<file path="config.mk">
export PLATFORM = sky130hd
export DESIGN_NAME = lsb_stego_payload_extractor_top
export DESIGN_NICKNAME = d
export VERILOG_FILES = /design/src/rtl/core/lsbse_pkg.sv /design/src/rtl/core/lsb_stego_payload_extractor_top.sv
export SDC_FILE = /design/constraint.sdc
export NUM_CORES = 1
export LEC_CHECK = 0
export ABC_CLOCK_PERIOD_IN_PS = 5900
export BUFFER_PORTS_ARGS = -buffer_cell sky130_fd_sc_hd__buf_2
export CAP_MARGIN = 20
export CORE_MARGIN = 2
export CORE_UTILIZATION = 40
export DETAILED_ROUTE_END_ITERATION = 6
export HOLD_SLACK_MARGIN = 0.06
export PLACE_DENSITY = 0.7
export SYNTH_ARGS = -nofsm -noshare
export SYNTH_HDL_FRONTEND = slang
export SYNTH_SLANG_ARGS = --single-unit
</file>
<file path="constraint.sdc">
create_clock -name clock -period 5.9 [get_ports clock]
set_input_delay 0.885 -clock clock [delete_from_list [all_inputs] [get_ports clock]]
set_output_delay 0.885 -clock clock [all_outputs]
set_load 0.02 [all_outputs]
</file>
<file path="src/rtl/core/lsbse_pkg.sv">
// types and constants of the lsb stego payload extractor
`timescale 1ns / 1ps

package lsbse_pkg;

   localparam int BITS_PER_CHAR = 8;
   localparam logic [3:0] MAX_MAGIC_CHARS = 4'd8;
   localparam logic [3:0] MAX_EXT_CHARS   = 4'd8;
   localparam logic [3:0] MAX_SIZE_CHARS  = 4'd10;

   localparam int CSR_INDEX_W = 2;
   localparam int CSR_DATA_W  = 64;

   localparam logic [CSR_INDEX_W-1:0] CSR_PIXEL_OFFSET = 2'd0;
   localparam logic [CSR_INDEX_W-1:0] CSR_MAGIC_WORD   = 2'd1;
   localparam logic [CSR_INDEX_W-1:0] CSR_MAGIC_LENGTH = 2'd2;

   localparam logic [23:0] PIXEL_OFFSET_RESET = 24'd54;
   localparam logic [63:0] MAGIC_WORD_RESET   = 64'd0;
   localparam logic [3:0]  MAGIC_LENGTH_RESET = 4'd2;

   localparam logic [7:0] CHAR_STAR  = 8'h2A;
   localparam logic [7:0] CHAR_ZERO  = 8'h30;
   localparam logic [7:0] CHAR_NINE  = 8'h39;
   localparam logic [7:0] CHAR_MINUS = 8'h2D;
   localparam logic [7:0] CHAR_PLUS  = 8'h2B;

   localparam logic [30:0] SIZE_MAX = 31'h7FFF_FFFF;

   typedef enum logic [2:0] {
      PH_SKIP,
      PH_MAGIC,
      PH_EXT,
      PH_SIZE,
      PH_PAYLOAD,
      PH_IDLE
   } phase_type;

   typedef enum logic [2:0] {
      KIND_EXT_CHAR,
      KIND_EXT_END,
      KIND_PAYLOAD,
      KIND_EMPTY_DONE,
      KIND_NO_MAGIC,
      KIND_TOO_LONG
   } out_kind_type;

   typedef struct packed {
      logic [7:0] image_byte;
      logic       start_of_file;
   } req_type;

   typedef struct packed {
      out_kind_type out_kind;
      logic [7:0]   out_char;
      logic         out_last;
   } rsp_type;

endpackage

</file>
<file path="src/rtl/core/lsb_stego_payload_extractor_top.sv">
// lsb stego payload extractor: header skip, bit packing and field decoding
// latency: a result is valid on the cycle after its request is accepted
// throughput: one request per cycle; the state update and result register share one cycle
// a request is taken whenever the result register is empty or being drained
// reset (synchronous) restores the registers to offset 54, magic 0, length 2
// and returns the decoder to header skip; no clearing pass is needed
`timescale 1ns / 1ps

module lsb_stego_payload_extractor_top (
   input  logic                                  clock,
   input  logic                                  reset,
   input  logic                                  req_valid,
   output logic                                  req_ready,
   input  lsbse_pkg::req_type                    req_data,
   output logic                                  rsp_valid,
   input  logic                                  rsp_ready,
   output lsbse_pkg::rsp_type                    rsp_data,
   input  logic                                  csr_write_en,
   input  logic [lsbse_pkg::CSR_INDEX_W-1:0]     csr_index,
   input  logic [lsbse_pkg::CSR_DATA_W-1:0]      csr_wdata
);
   import lsbse_pkg::*;

   // configuration
   logic [23:0] pixel_offset_ff;
   logic [63:0] magic_word_ff;
   logic [3:0]  magic_length_ff;

   // decoder state
   phase_type   phase_ff, phase_in;
   logic [23:0] pos_ff, pos_in;
   logic [2:0]  bit_ff, bit_in;
   logic [7:0]  acc_ff, acc_in;
   logic [3:0]  fc_ff, fc_in;
   logic [30:0] size_ff, size_in;
   logic        neg_ff, neg_in;
   logic        stop_ff, stop_in;
   logic [30:0] rem_ff, rem_in;

   // result register
   logic        rsp_valid_ff, rsp_valid_in;
   rsp_type     rsp_data_ff, rsp_data_in;

   logic        accept;
   logic        sof;
   phase_type   cur_phase;
   logic [23:0] cur_pos;
   logic [2:0]  cur_bit;
   logic [7:0]  cur_acc;
   logic [3:0]  cur_fc;
   logic [30:0] cur_size;
   logic        cur_neg;
   logic        cur_stop;
   logic [30:0] cur_rem;

   logic [3:0]  mlen;
   logic [7:0]  expect_char;
   logic [7:0]  acc_ins;
   logic [7:0]  chr;
   logic [7:0]  chr_off;
   logic [3:0]  digit;
   logic        is_digit;
   logic [34:0] size_wide;
   logic [30:0] size_sat;
   logic [3:0]  fc_inc;
   logic [30:0] rem_dec;
   logic        emit;
   rsp_type     result;

   assign accept    = req_valid && req_ready;
   assign req_ready = !rsp_valid_ff || rsp_ready;
   assign rsp_valid = rsp_valid_ff;
   assign rsp_data  = rsp_data_ff;

   // start of file clears the decoder before the byte is used
   assign sof       = req_data.start_of_file;
   assign cur_phase = sof ? PH_SKIP : phase_ff;
   assign cur_pos   = sof ? '0 : pos_ff;
   assign cur_bit   = sof ? '0 : bit_ff;
   assign cur_acc   = sof ? '0 : acc_ff;
   assign cur_fc    = sof ? '0 : fc_ff;
   assign cur_size  = sof ? '0 : size_ff;
   assign cur_neg   = sof ? 1'b0 : neg_ff;
   assign cur_stop  = sof ? 1'b0 : stop_ff;
   assign cur_rem   = sof ? '0 : rem_ff;

   assign mlen = (magic_length_ff == 4'd0) ? 4'd1 :
                 (magic_length_ff > MAX_MAGIC_CHARS) ? MAX_MAGIC_CHARS : magic_length_ff;
   assign expect_char = magic_word_ff[{cur_fc[2:0], 3'b000} +: 8];

   always_comb begin
      acc_ins = (cur_phase == PH_SKIP) ? 8'd0 : cur_acc;
      acc_ins[(cur_phase == PH_SKIP) ? 3'd0 : cur_bit] = req_data.image_byte[0];
   end

   assign chr       = acc_ins;
   assign chr_off   = chr - CHAR_ZERO;
   assign digit     = chr_off[3:0];
   assign is_digit  = (chr >= CHAR_ZERO) && (chr <= CHAR_NINE);
   assign size_wide = ({4'b0, cur_size} << 3) + ({4'b0, cur_size} << 1) + {31'b0, digit};
   assign size_sat  = (size_wide[34:31] != 4'd0) ? SIZE_MAX : size_wide[30:0];
   assign fc_inc    = cur_fc + 4'd1;
   assign rem_dec   = cur_rem - 31'd1;

   // next state and result
   always_comb begin
      phase_in = phase_ff;
      pos_in   = pos_ff;
      bit_in   = bit_ff;
      acc_in   = acc_ff;
      fc_in    = fc_ff;
      size_in  = size_ff;
      neg_in   = neg_ff;
      stop_in  = stop_ff;
      rem_in   = rem_ff;
      emit     = 1'b0;
      result   = '{out_kind: KIND_EXT_CHAR, out_char: 8'd0, out_last: 1'b0};

      if (accept) begin
         phase_in = cur_phase;
         pos_in   = cur_pos;
         bit_in   = cur_bit;
         acc_in   = cur_acc;
         fc_in    = cur_fc;
         size_in  = cur_size;
         neg_in   = cur_neg;
         stop_in  = cur_stop;
         rem_in   = cur_rem;

         if (cur_phase == PH_SKIP && cur_pos < pixel_offset_ff) begin
            pos_in = cur_pos + 24'd1;
         end else if (cur_phase != PH_IDLE) begin
            if (cur_phase == PH_SKIP) begin
               phase_in = PH_MAGIC;
               fc_in    = 4'd0;
            end
            bit_in = (cur_phase == PH_SKIP) ? 3'd1 : cur_bit + 3'd1;
            acc_in = acc_ins;

            if (cur_phase != PH_SKIP && cur_bit == 3'(BITS_PER_CHAR - 1)) begin
               bit_in = 3'd0;
               acc_in = 8'd0;
               unique case (cur_phase)
                  PH_MAGIC: begin
                     if (chr != expect_char) begin
                        phase_in = PH_IDLE;
                        emit     = 1'b1;
                        result   = '{out_kind: KIND_NO_MAGIC, out_char: 8'd0, out_last: 1'b1};
                     end else if (fc_inc >= mlen) begin
                        fc_in    = 4'd0;
                        phase_in = PH_EXT;
                     end else begin
                        fc_in = fc_inc;
                     end
                  end
                  PH_EXT: begin
                     emit = 1'b1;
                     if (chr == CHAR_STAR) begin
                        fc_in    = 4'd0;
                        phase_in = PH_SIZE;
                        result   = '{out_kind: KIND_EXT_END, out_char: 8'd0, out_last: 1'b0};
                     end else if (cur_fc >= MAX_EXT_CHARS) begin
                        phase_in = PH_IDLE;
                        result   = '{out_kind: KIND_TOO_LONG, out_char: 8'd0, out_last: 1'b1};
                     end else begin
                        fc_in  = fc_inc;
                        result = '{out_kind: KIND_EXT_CHAR, out_char: chr, out_last: 1'b0};
                     end
                  end
                  PH_SIZE: begin
                     if (chr == CHAR_STAR) begin
                        fc_in = 4'd0;
                        // a negative or zero size ends the file here
                        if (cur_neg || cur_size == 31'd0) begin
                           phase_in = PH_IDLE;
                           emit     = 1'b1;
                           result   = '{out_kind: KIND_EMPTY_DONE, out_char: 8'd0,
                                        out_last: 1'b1};
                        end else begin
                           rem_in   = cur_size;
                           phase_in = PH_PAYLOAD;
                        end
                     end else if (cur_fc >= MAX_SIZE_CHARS) begin
                        phase_in = PH_IDLE;
                        emit     = 1'b1;
                        result   = '{out_kind: KIND_TOO_LONG, out_char: 8'd0, out_last: 1'b1};
                     end else begin
                        fc_in = fc_inc;
                        if (cur_fc == 4'd0) begin
                           // first character may carry a sign
                           if (is_digit) begin
                              size_in = {27'd0, digit};
                           end else if (chr == CHAR_MINUS) begin
                              neg_in = 1'b1;
                           end else if (chr != CHAR_PLUS) begin
                              stop_in = 1'b1;
                           end
                        end else if (!cur_stop) begin
                           if (is_digit) begin
                              size_in = size_sat;
                           end else begin
                              stop_in = 1'b1;
                           end
                        end
                     end
                  end
                  PH_PAYLOAD: begin
                     rem_in = rem_dec;
                     emit   = 1'b1;
                     result = '{out_kind: KIND_PAYLOAD, out_char: chr,
                                out_last: (rem_dec == 31'd0)};
                     if (rem_dec == 31'd0) begin
                        phase_in = PH_IDLE;
                     end
                  end
                  default: begin
                     phase_in = cur_phase;
                  end
               endcase
            end
         end
      end
   end

   assign rsp_valid_in = (rsp_valid_ff && !rsp_ready) || (accept && emit);
   assign rsp_data_in  = (accept && emit) ? result : rsp_data_ff;

   always_ff @(posedge clock) begin
      if (reset) begin
         phase_ff        <= PH_SKIP;
         pos_ff          <= '0;
         bit_ff          <= '0;
         acc_ff          <= '0;
         fc_ff           <= '0;
         size_ff         <= '0;
         neg_ff          <= 1'b0;
         stop_ff         <= 1'b0;
         rem_ff          <= '0;
         rsp_valid_ff    <= 1'b0;
      end else begin
         phase_ff        <= phase_in;
         pos_ff          <= pos_in;
         bit_ff          <= bit_in;
         acc_ff          <= acc_in;
         fc_ff           <= fc_in;
         size_ff         <= size_in;
         neg_ff          <= neg_in;
         stop_ff         <= stop_in;
         rem_ff          <= rem_in;
         rsp_valid_ff    <= rsp_valid_in;
      end
   end

   always_ff @(posedge clock) begin
      rsp_data_ff <= rsp_data_in;
   end

   // configuration writes
   always_ff @(posedge clock) begin
      if (reset) begin
         pixel_offset_ff <= PIXEL_OFFSET_RESET;
         magic_word_ff   <= MAGIC_WORD_RESET;
         magic_length_ff <= MAGIC_LENGTH_RESET;
      end else if (csr_write_en) begin
         unique case (csr_index)
            CSR_PIXEL_OFFSET: pixel_offset_ff <= csr_wdata[23:0];
            CSR_MAGIC_WORD:   magic_word_ff   <= csr_wdata;
            CSR_MAGIC_LENGTH: magic_length_ff <= csr_wdata[3:0];
            default: begin
               magic_length_ff <= magic_length_ff;
            end
         endcase
      end
   end

endmodule

</file>
==> run_results.csv, run 1 <==
group,metric,value,unit
outcome,outcome,"finished clean",
floorplan,fp-row-count,71,
placement,place_hpwl,34600,µm
detailed_routing,drtIter0Drc,1657,
pwr,powerDensity,196,nW/µm²
grt,globalRouteOverflowTotal,0,
synth,synth_fp_nets,2230,
sta,slew-limit-headroom,29.0,%
finish,syn_to_final_growth,11.0,%
grt,grt_max_degree,98,
run,cap_violations,0,
clock_network,cts_tree,"built",
detailed_routing,wl_per_cell,18.4,µm
detailed_routing,drt_wl_total,47800,µm
synth,synth_warnings,0,
floorplan,ios,94,
grt,grt_antenna_before_repair,3,
sta,clock_skew,24.7,ps
critical_path,cp_max_fo,15,
clock_network,clk_pin_slew,60,ps
sta,tightest_slew,1070,ps
floorplan,coreArea,37600,µm²
critical_path,cp_slowest_cell,"nor3_2",
detailed_routing,ant_nets,0,
critical_path,cp_cell_sequence,"nor3_2, nor2_1, nand2b_1, inv_1, fa_1, fa_1, a211oi_1, o21bai_1, o21ai_1, o31ai_1, a211oi_1, buf_4, o21a_1, o2111ai_4, or2_1, nor3_2, a21oi_1",
synth,mappedNetlistArea,15200,µm²
finish,nets,2245,
sta,fin_crit,5260,ps
floorplan,die_x,199,µm
sta,setup_viol,0,
grt,first_global_vias,14400,
clock_network,root_buffer,"clkbuf_16",
grt,grtUsageTotal,23.7,%
sta,final.setup.tns,0,ps
critical_path,crit_required,6310,ps
critical_path,critPathArrivalTime,5660,ps
synth,synth_seq_cells,211,
pwr,p_leak,6.44,nW
detailed_routing,viasPerCell,5.90,
critical_path,critPathBufInv,2,
pwr,peakVddDrop,0.250,mV
sta,post-route-period-util,89.1,%
finish,post-route-util,45.0,%
synth,synth-edff-count,12,
synth,async_flop_share,0,%
critical_path,path_delay_family,"simple AND/OR/NAND/NOR gates",
placement,port_buffers,86,
detailed_routing,remaining_drc_errors,0,
critical_path,worstSetupPathType,"flip-flop to flip-flop",
clock_network,clock-sinks,211,
synth,ys.flop_type,"dfxtp_1",
placement,place_congestion,0.953,
finish,diodes,0,
sta,max_freq,190,MHz
clock_network,cts_made_buffers,25,
finish,final_cell_mix,"nand2_1, a21oi_1, nor2_1",
detailed_routing,drt-pass1-iter-count,6,
clock_network,h-tree-depth,1,
critical_path,worstSetupEndpointType,"flip-flop",
hold_path,holdCritPathClass,"flip-flop to flip-flop",
synth,synth.avg_cell_area,7.42,µm²
critical_path,worstSetupStartpointType,"flip-flop",
sta,rsz0062_at_grt,"no",
clock_network,holdBufCountCts,0,
finish,drive_gt1_share,10.3,%
critical_path,cp_slowest_stage_delay,540,ps
clock_network,cts_buffer_depth,3,
clock_network,cts_resized,0,
sta,maxSlewViolCount,0,
floorplan,die_y,199,µm
finish,fill_cells,3778,
detailed_routing,vias,15300,
sta,hold_viol,0,
synth,synth_cells,2053,
synth,synth_seq_area_share,28.5,%
grt,grt_pass1_wl,76100,µm
finish,layout_commonest_cell,"nand2_1",
clock_network,insertion_delay,550,ps
synth,synth_cell_type_count,91,
clock_network,post_cts_buffers,0,
floorplan,initial_core_util,40.5,%
floorplan,dieArea,39700,µm²
cell families (layout without fill, tap and decap cells):
logic type | Yosys count | in the layout | share of synthesized area [%]
adder cells (fa/ha/maj) | 97 | 97 | 8.07
AND/OR/NAND/NOR | 838 | 838 | 26.0
AO/OA/AOI/OAI | 593 | 593 | 24.5
buffers and inverters | 189 | 222 | 4.99
multiplexers | 53 | 53 | 3.82
flip-flops | 211 | 211 | 28.5
XOR/XNOR | 72 | 72 | 4.19
final cells by class:
| type | instances | area, µm² | area share (%) |
|---|---|---|---|
| Sequential cell | 211 | 4340 | 25.7 |
| Inverter | 55 | 206 | 1.22 |
| Clock inverter | 14 | 138 | 0.814 |
| Tap cell | 511 | 639 | 3.78 |
| Timing Repair Buffer | 122 | 734 | 4.34 |
| Clock buffer | 31 | 699 | 4.14 |
| Multi-Input combinational cell | 1653 | 10200 | 60.0 |
worst min-delay path, cell delays in order (launching register included):
cell	delay, ps
dfxtp_1	300
nand2_1	50
a21oi_1	50
registers in the layout (all words and copies together) (netlist names), 3 cells and up:
| register | flops |
|---|---|
| magic_word_ff | 64 |
| size_ff | 31 |
| acc_ff | 8 |
| fc_ff | 4 |
| rem_ff | 31 |
| bit_ff | 3 |
| magic_length_ff | 4 |
| rsp_data | 12 |
| pos_ff | 24 |
| pixel_offset_ff | 24 |
| phase_ff | 3 |
stage by stage:
step	area (µm²)	hold WS [ps]	power (mW)	worst slack, ps	cells
after global routing	16900	465	3.42	295	2597
after global placement	16100	440	1.76	549	2551
after floorplan	15200	432	1.67	33.5	2053
final	16900	452	3.32	642	2597
after detailed placement	16100	444	1.76	483	2551
after CTS	16900	452	3.34	745	2596
cell usage after synthesis, types with 37 or more instances:
| cell type | n | area [µm²] |
|---|---|---|
| a21oi_1 | 229 | 1150 |
| a22oi_1 | 37 | 278 |
| clkbuf_1 | 108 | 405 |
| dfxtp_1 | 199 | 3980 |
| ha_1 | 95 | 1190 |
| inv_1 | 53 | 199 |
| mux2i_1 | 41 | 410 |
| nand2_1 | 309 | 1160 |
| nand3_1 | 40 | 200 |
| nor2_1 | 220 | 826 |
| nor2b_1 | 66 | 413 |
| o21ai_0 | 108 | 541 |
worst paths after layout:
kind / startpoint / end / slack [ps] / depth (start not counted)
min: magic_word_ff[13] / magic_word_ff[13] / 450 / 2
max reg2reg: phase_ff[0] / size_ff[18] / 640 / 17
max: phase_ff[0] / size_ff[18] / 640 / 17
min reg2reg: magic_word_ff[13] / magic_word_ff[13] / 450 / 2
power by group:
part           switching (mW)  total [mW]  internal [mW]
clock                   0.652        1.58          0.931
combinational           0.175       0.261         0.0856
sequential             0.0161        1.48           1.46
layer usage:
metal  share of wire [%]  global-route usage, %  wire (µm)  up-vias
met5               0.061                      0         29        -
met4                 4.7                   11.5       2260        6
met3                 7.2                   4.24       3440      151
met2                  45                   37.5      21500      615
met1                  43                   31.0      20600     7176
li1                    -                      -          -     7364
Power figures use the tool's default switching activity.
==> inputs of run 2 (changes only) <==
--- a/config.mk
+++ b/config.mk
@@ -13,6 +13,7 @@
 export DETAILED_ROUTE_END_ITERATION = 6
 export HOLD_SLACK_MARGIN = 0.06
 export PLACE_DENSITY = 0.7
+export RECOVER_POWER = 25
 export SYNTH_ARGS = -nofsm -noshare
 export SYNTH_HDL_FRONTEND = slang
 export SYNTH_SLANG_ARGS = --single-unit
==> run_results.csv, run 2 (synthesis gave the netlist of run 1 again) <==
group,metric,value,unit
finish,largest_reg_flops,64,
clock_network,cts_made_buffers,25,
detailed_routing,viasPerCell,5.91,
clock_network,root_buffer,"clkbuf_16",
sta,rsz0062_at_grt,"no",
placement,place_area,16100,µm²
grt,grt_max_degree,98,
placement,numPlacedInstances,2551,
hold_path,whs_endpoint,"magic_word_ff[13]",
clock_network,h-tree-depth,1,
floorplan,fp-row-count,71,
placement,dpl_worst_slack,483,ps
pwr,p_leak,6.44,nW
finish,final_cell_area,16900,µm²
detailed_routing,remaining_drc_errors,0,
sta,fin_crit,5260,ps
finish,syn_to_final_growth,11.0,%
finish,diodes,0,
finish,largest_registers,"magic_word_ff: 64 flops, rem_ff: 31 flops, size_ff: 31 flops",
floorplan,ios,94,
floorplan,die_x,199,µm
clock_network,cts_buffer_depth,3,
sta,clock_skew,26.8,ps
run,cap_violations,1,
detailed_routing,drt_wl_total,47900,µm
sta,maxSlewViolCount,65,
grt,grt_pass1_wl,76100,µm
sta,tightest_slew,2630,ps
clock_network,clk_pin_slew,60,ps
critical_path,worstSetupEndpointType,"flip-flop",
grt,globalRouteOverflowTotal,0,
detailed_routing,drt-pass1-iter-count,6,
finish,top_register,"magic_word_ff",
detailed_routing,drtIter0Drc,1612,
critical_path,reg2reg_slack,640,ps
finish,instances_no_fill,2597,
outcome,violations,"max-capacitance violations, max-slew violations",
critical_path,worstSetupPathType,"flip-flop to flip-flop",
detailed_routing,wl_per_cell,18.4,µm
floorplan,die_y,199,µm
critical_path,cp_max_fo,15,
outcome,outcome,"complete, but fails checks",
hold_path,min_path_cells,2,
grt,grt_antenna_before_repair,3,
clock_network,post_cts_buffers,0,
clock_network,insertion_delay,550,ps
floorplan,initial_core_util,40.5,%
detailed_routing,vias,15300,
critical_path,worstSetupStartpointType,"flip-flop",
placement,place_hpwl,34600,µm
critical_path,cp_slowest_cell,"nor3_2",
sta,layout_setup_ws,639,ps
floorplan,dieArea,39700,µm²
sta,max_freq,190,MHz
finish,layout_commonest_cell,"nand2_1",
clock_network,cts_tree,"built",
hold_path,min_from,"magic_word_ff[13]",
finish,drive_gt1_share,10.1,%
pwr,powerDensity,197,nW/µm²
placement,port_buffers,86,
grt,first_global_vias,14400,
placement,place_congestion,0.953,
critical_path,cp_slowest_stage_delay,540,ps
pwr,peakVddDrop,0.249,mV
critical_path,path_delay_family,"simple AND/OR/NAND/NOR gates",
floorplan,coreArea,37600,µm²
sta,post-route-period-util,89.2,%
grt,grtUsageTotal,23.7,%
critical_path,crit_cells,17,
finish,nets,2245,
critical_path,critPathBufInv,2,
sta,hold_viol,0,
detailed_routing,ant_nets,0,
critical_path,reg2reg_to,"size_ff[18]",
critical_path,crit-reg2reg-launch,"phase_ff[0]",
critical_path,crit_required,6310,ps
critical_path,critPathArrivalTime,5670,ps
critical_path,r2r_cells,17,
sta,slew-limit-headroom,-75.4,%
finish,final_cell_mix,"nand2_1, a21oi_1, nor2_1",
sta,setup_viol,0,
clock_network,clock-sinks,211,
clock_network,holdBufCountCts,0,
critical_path,cp_cell_sequence,"nor3_2, nor2_1, nand2b_1, inv_1, fa_1, fa_1, a211oi_1, o21bai_1, o21ai_1, o31ai_1, a211oi_1, buf_4, o21a_1, o2111ai_4, or2_1, nor3_2, a21oi_1",
clock_network,cts_resized,0,
hold_path,holdCritPathClass,"flip-flop to flip-flop",
sta,final.setup.tns,0,ps
run 2: per-stage QoR:
| step | hold WS, ps | power, mW | utilization (%) |
|---|---|---|---|
| floorplan | 432 | 1.67 | - |
| global placement | 440 | 1.76 | 42.7 |
| detailed placement | 444 | 1.76 | 42.7 |
| CTS | 452 | 3.34 | 45.0 |
| global route | 465 | 3.42 | 45.0 |
| finish | 450 | 3.32 | 45.0 |
run 2: layer usage:
metal | vias to the layer above | wire (µm) | track usage [%]
li1 | 7374 | - | -
met4 | 6 | 2130 | 11.5
met3 | 138 | 3650 | 4.24
met1 | 7219 | 20500 | 31.0
met2 | 608 | 21600 | 37.5
met5 | - | 29 | 0
run 2: worst register-to-register path: cells and delay by family (launching register included):
kind	cells	cell delay [ps]
and+or+nand+nor	5	1720
AOI/OAI and AO/OA	8	1630
adders and majority gates	2	990
DFF	1	470
buffers and inverters	2	320
run 2: power by group:
group / switching (mW) / internal [mW]
clock network: 0.654 / 0.931
logic: 0.176 / 0.0861
registers: 0.0161 / 1.46
run 2: layout make-up:
| class | instances | area (µm²) |
|---|---|---|
| well taps | 511 | 639 |
| multi-input cells | 1653 | 10200 |
| repair buffers | 122 | 728 |
| inverters | 55 | 206 |
| clock buffers | 31 | 699 |
| flip-flops and latches | 211 | 4340 |
| clock inverters | 14 | 138 |
| fillers | 3779 | 20700 |
run 2: worst max-delay path by stage:
| stage | from | endpoint | slack, ps |
|---|---|---|---|
| after floorplan | req_data[0] | size_ff[16] | 30 |
| after global placement | req_data[0] | size_ff[16] | 550 |
| after detailed placement | req_data[0] | size_ff[16] | 480 |
| after CTS | phase_ff[0] | size_ff[16] | 740 |
| after global routing | phase_ff[0] | size_ff[16] | 300 |
| final | phase_ff[0] | size_ff[18] | 640 |
==> inputs of run 3 (changes only) <==
--- a/config.mk
+++ b/config.mk
@@ -5,14 +5,14 @@
 export SDC_FILE = /design/constraint.sdc
 export NUM_CORES = 1
 export LEC_CHECK = 0
-export ABC_CLOCK_PERIOD_IN_PS = 5900
+export ABC_CLOCK_PERIOD_IN_PS = 6260
 export BUFFER_PORTS_ARGS = -buffer_cell sky130_fd_sc_hd__buf_2
 export CAP_MARGIN = 20
 export CORE_MARGIN = 2
 export CORE_UTILIZATION = 40
 export DETAILED_ROUTE_END_ITERATION = 6
 export HOLD_SLACK_MARGIN = 0.06
-export PLACE_DENSITY = 0.7
+export PLACE_DENSITY = 0.67
 export RECOVER_POWER = 25
 export SYNTH_ARGS = -nofsm -noshare
 export SYNTH_HDL_FRONTEND = slang
==> constraint.sdc (replaced) <==
create_clock -name clock -period 6.26 [get_ports clock]
set_input_delay 0.939 -clock clock [delete_from_list [all_inputs] [get_ports clock]]
set_output_delay 0.939 -clock clock [all_outputs]
set_load 0.02 [all_outputs]
==> run_results.csv, run 3 (synthesis gave the netlist of run 1 again) <==
group,metric,value,unit
outcome,outcome,"complete, but fails checks",
outcome,violations,"max-capacitance violations, max-slew violations",
critical_path,worstSetupStartpointType,"input pin",
grt,grt_use_met2,40.1,%
sta,final.setup.tns,0,ps
clock_network,root_buffer,"clkbuf_16",
finish,instances_no_fill,2592,
detailed_routing,ant_nets,0,
sta,hold_viol,0,
placement,place_hpwl,35000,µm
finish,syn_to_final_growth,10.3,%
grt,grtUsageTotal,24.2,%
finish,largest_reg_flops,64,
clock_network,insertion_delay,550,ps
grt,grt_antenna_before_repair,2,
sta,fin_crit,5550,ps
clock_network,cts_buffer_depth,3,
pwr,p_switching,0.781,mW
clock_network,h-tree-depth,1,
grt,grt_pass1_wl,77300,µm
sta,slew-limit-headroom,-211,%
floorplan,die_y,199,µm
detailed_routing,wl_per_cell,18.6,µm
pwr,p_int,2.33,mW
floorplan,die_x,199,µm
pwr,p_seq_share,44.7,%
sta,rsz0062_at_grt,"no",
grt,grt-busiest-layer,"met2",
grt,use_met3,3.27,%
detailed_routing,viasPerCell,5.86,
grt,first_global_vias,14300,
detailed_routing,remaining_drc_errors,0,
grt,globalRouteOverflowTotal,0,
grt,use_met1,32.4,%
clock_network,post_cts_buffers,0,
clock_network,clock-sinks,211,
pwr,swShare,25.1,%
pwr,clockPowerShare,47.4,%
detailed_routing,drt-pass1-iter-count,5,
floorplan,initial_core_util,40.5,%
floorplan,coreArea,37600,µm²
pwr,powerDensity,185,nW/µm²
critical_path,critPathArrivalTime,5980,ps
finish,final_cell_mix,"nand2_1, a21oi_1, nor2_1",
clock_network,cts_made_buffers,25,
sta,setup_viol,0,
run,cap_violations,2,
grt,grt_max_degree,100,
finish,top_register,"magic_word_ff",
clock_network,cts_tree,"built",
placement,numPlacedInstances,2546,
finish,nets,2240,
sta,tightest_slew,4660,ps
placement,port_buffers,86,
pwr,p_leak,6.36,nW
finish,largest_registers,"magic_word_ff: 64 flops, rem_ff: 31 flops, size_ff: 31 flops",
finish,drive_gt1_share,8.94,%
critical_path,worstSetupPathType,"input pin to flip-flop",
clock_network,holdBufCountCts,0,
detailed_routing,drt_wl_total,48300,µm
floorplan,dieArea,39700,µm²
sta,max_freq,180,MHz
finish,layout_commonest_cell,"nand2_1",
detailed_routing,vias,15200,
clock_network,clk_pin_slew,60,ps
critical_path,worstSetupEndpointType,"flip-flop",
detailed_routing,drtIter0Drc,1325,
pwr,p_comb_share,7.9,%
placement,place_congestion,0.910,
pwr,peakVddDrop,0.201,mV
clock_network,cts_resized,0,
sta,post-route-period-util,88.6,%
floorplan,ios,94,
sta,maxSlewViolCount,135,
hold_path,holdCritPathClass,"flip-flop to flip-flop",
critical_path,cp_max_fo,99,
floorplan,fp-row-count,71,
sta,clock_skew,10.7,ps
finish,diodes,0,
critical_path,crit_required,6700,ps
[run 3: worst max-delay path, stage by stage]
cell and delay (ps):
buf_6 550, clkbuf_1 3240, nor2_1 620, a22o_1 460
[run 3: layer usage]
layer	wire [µm]	share of wire, %
met3	3130	6.5
met4	1330	2.7
met5	24	0.050
met2	22600	47
met1	21300	44
[run 3: power by group through the flow]
| stage | logic, mW | clock network [mW] | registers (mW) |
|---|---|---|---|
| 6_report | 0.246 | 1.48 | 1.39 |
| 5_1_grt | 0.269 | 1.56 | 1.39 |
| 4_1_cts | 0.243 | 1.49 | 1.39 |
| 3_5_place_dp | 0.242 | 0 | 1.42 |
| 3_3_place_gp | 0.238 | 0 | 1.42 |
| 2_1_floorplan | 0.158 | 0 | 1.41 |
[run 3: cell type report]
| cell class | instances | area [µm²] |
|---|---|---|
| sequential | 211 | 4340 |
| clock inverter | 9 | 100 |
| timing repair buffer | 117 | 647 |
| inverter | 55 | 206 |
| fill | 3838 | 20800 |
| clock buffer | 36 | 718 |
| tap | 511 | 639 |
| multi-input combinational | 1653 | 10200 |
[run 3: per-stage QoR]
stage	setup WS, ps	area, µm²	hold slack (ps)	power, mW	util [%]
after floorplan	244	15200	432	1.57	-
after global placement	858	16000	441	1.66	42.6
after detailed placement	815	16000	443	1.66	42.6
after CTS	1050	16800	452	3.13	44.8
after global routing	418	16800	470	3.22	44.7
final	714	16800	450	3.11	44.7
[run 3: path summary, 6_finish.rpt]
path | startpoint | endpoint | slack (ps) | cells after the start
worst max-delay path | reset | size_ff[26] | 710 | 4
worst min-delay path | magic_word_ff[55] | magic_word_ff[55] | 450 | 2
worst max register to register | phase_ff[0] | size_ff[24] | 940 | 17
worst min register to register | magic_word_ff[55] | magic_word_ff[55] | 450 | 2
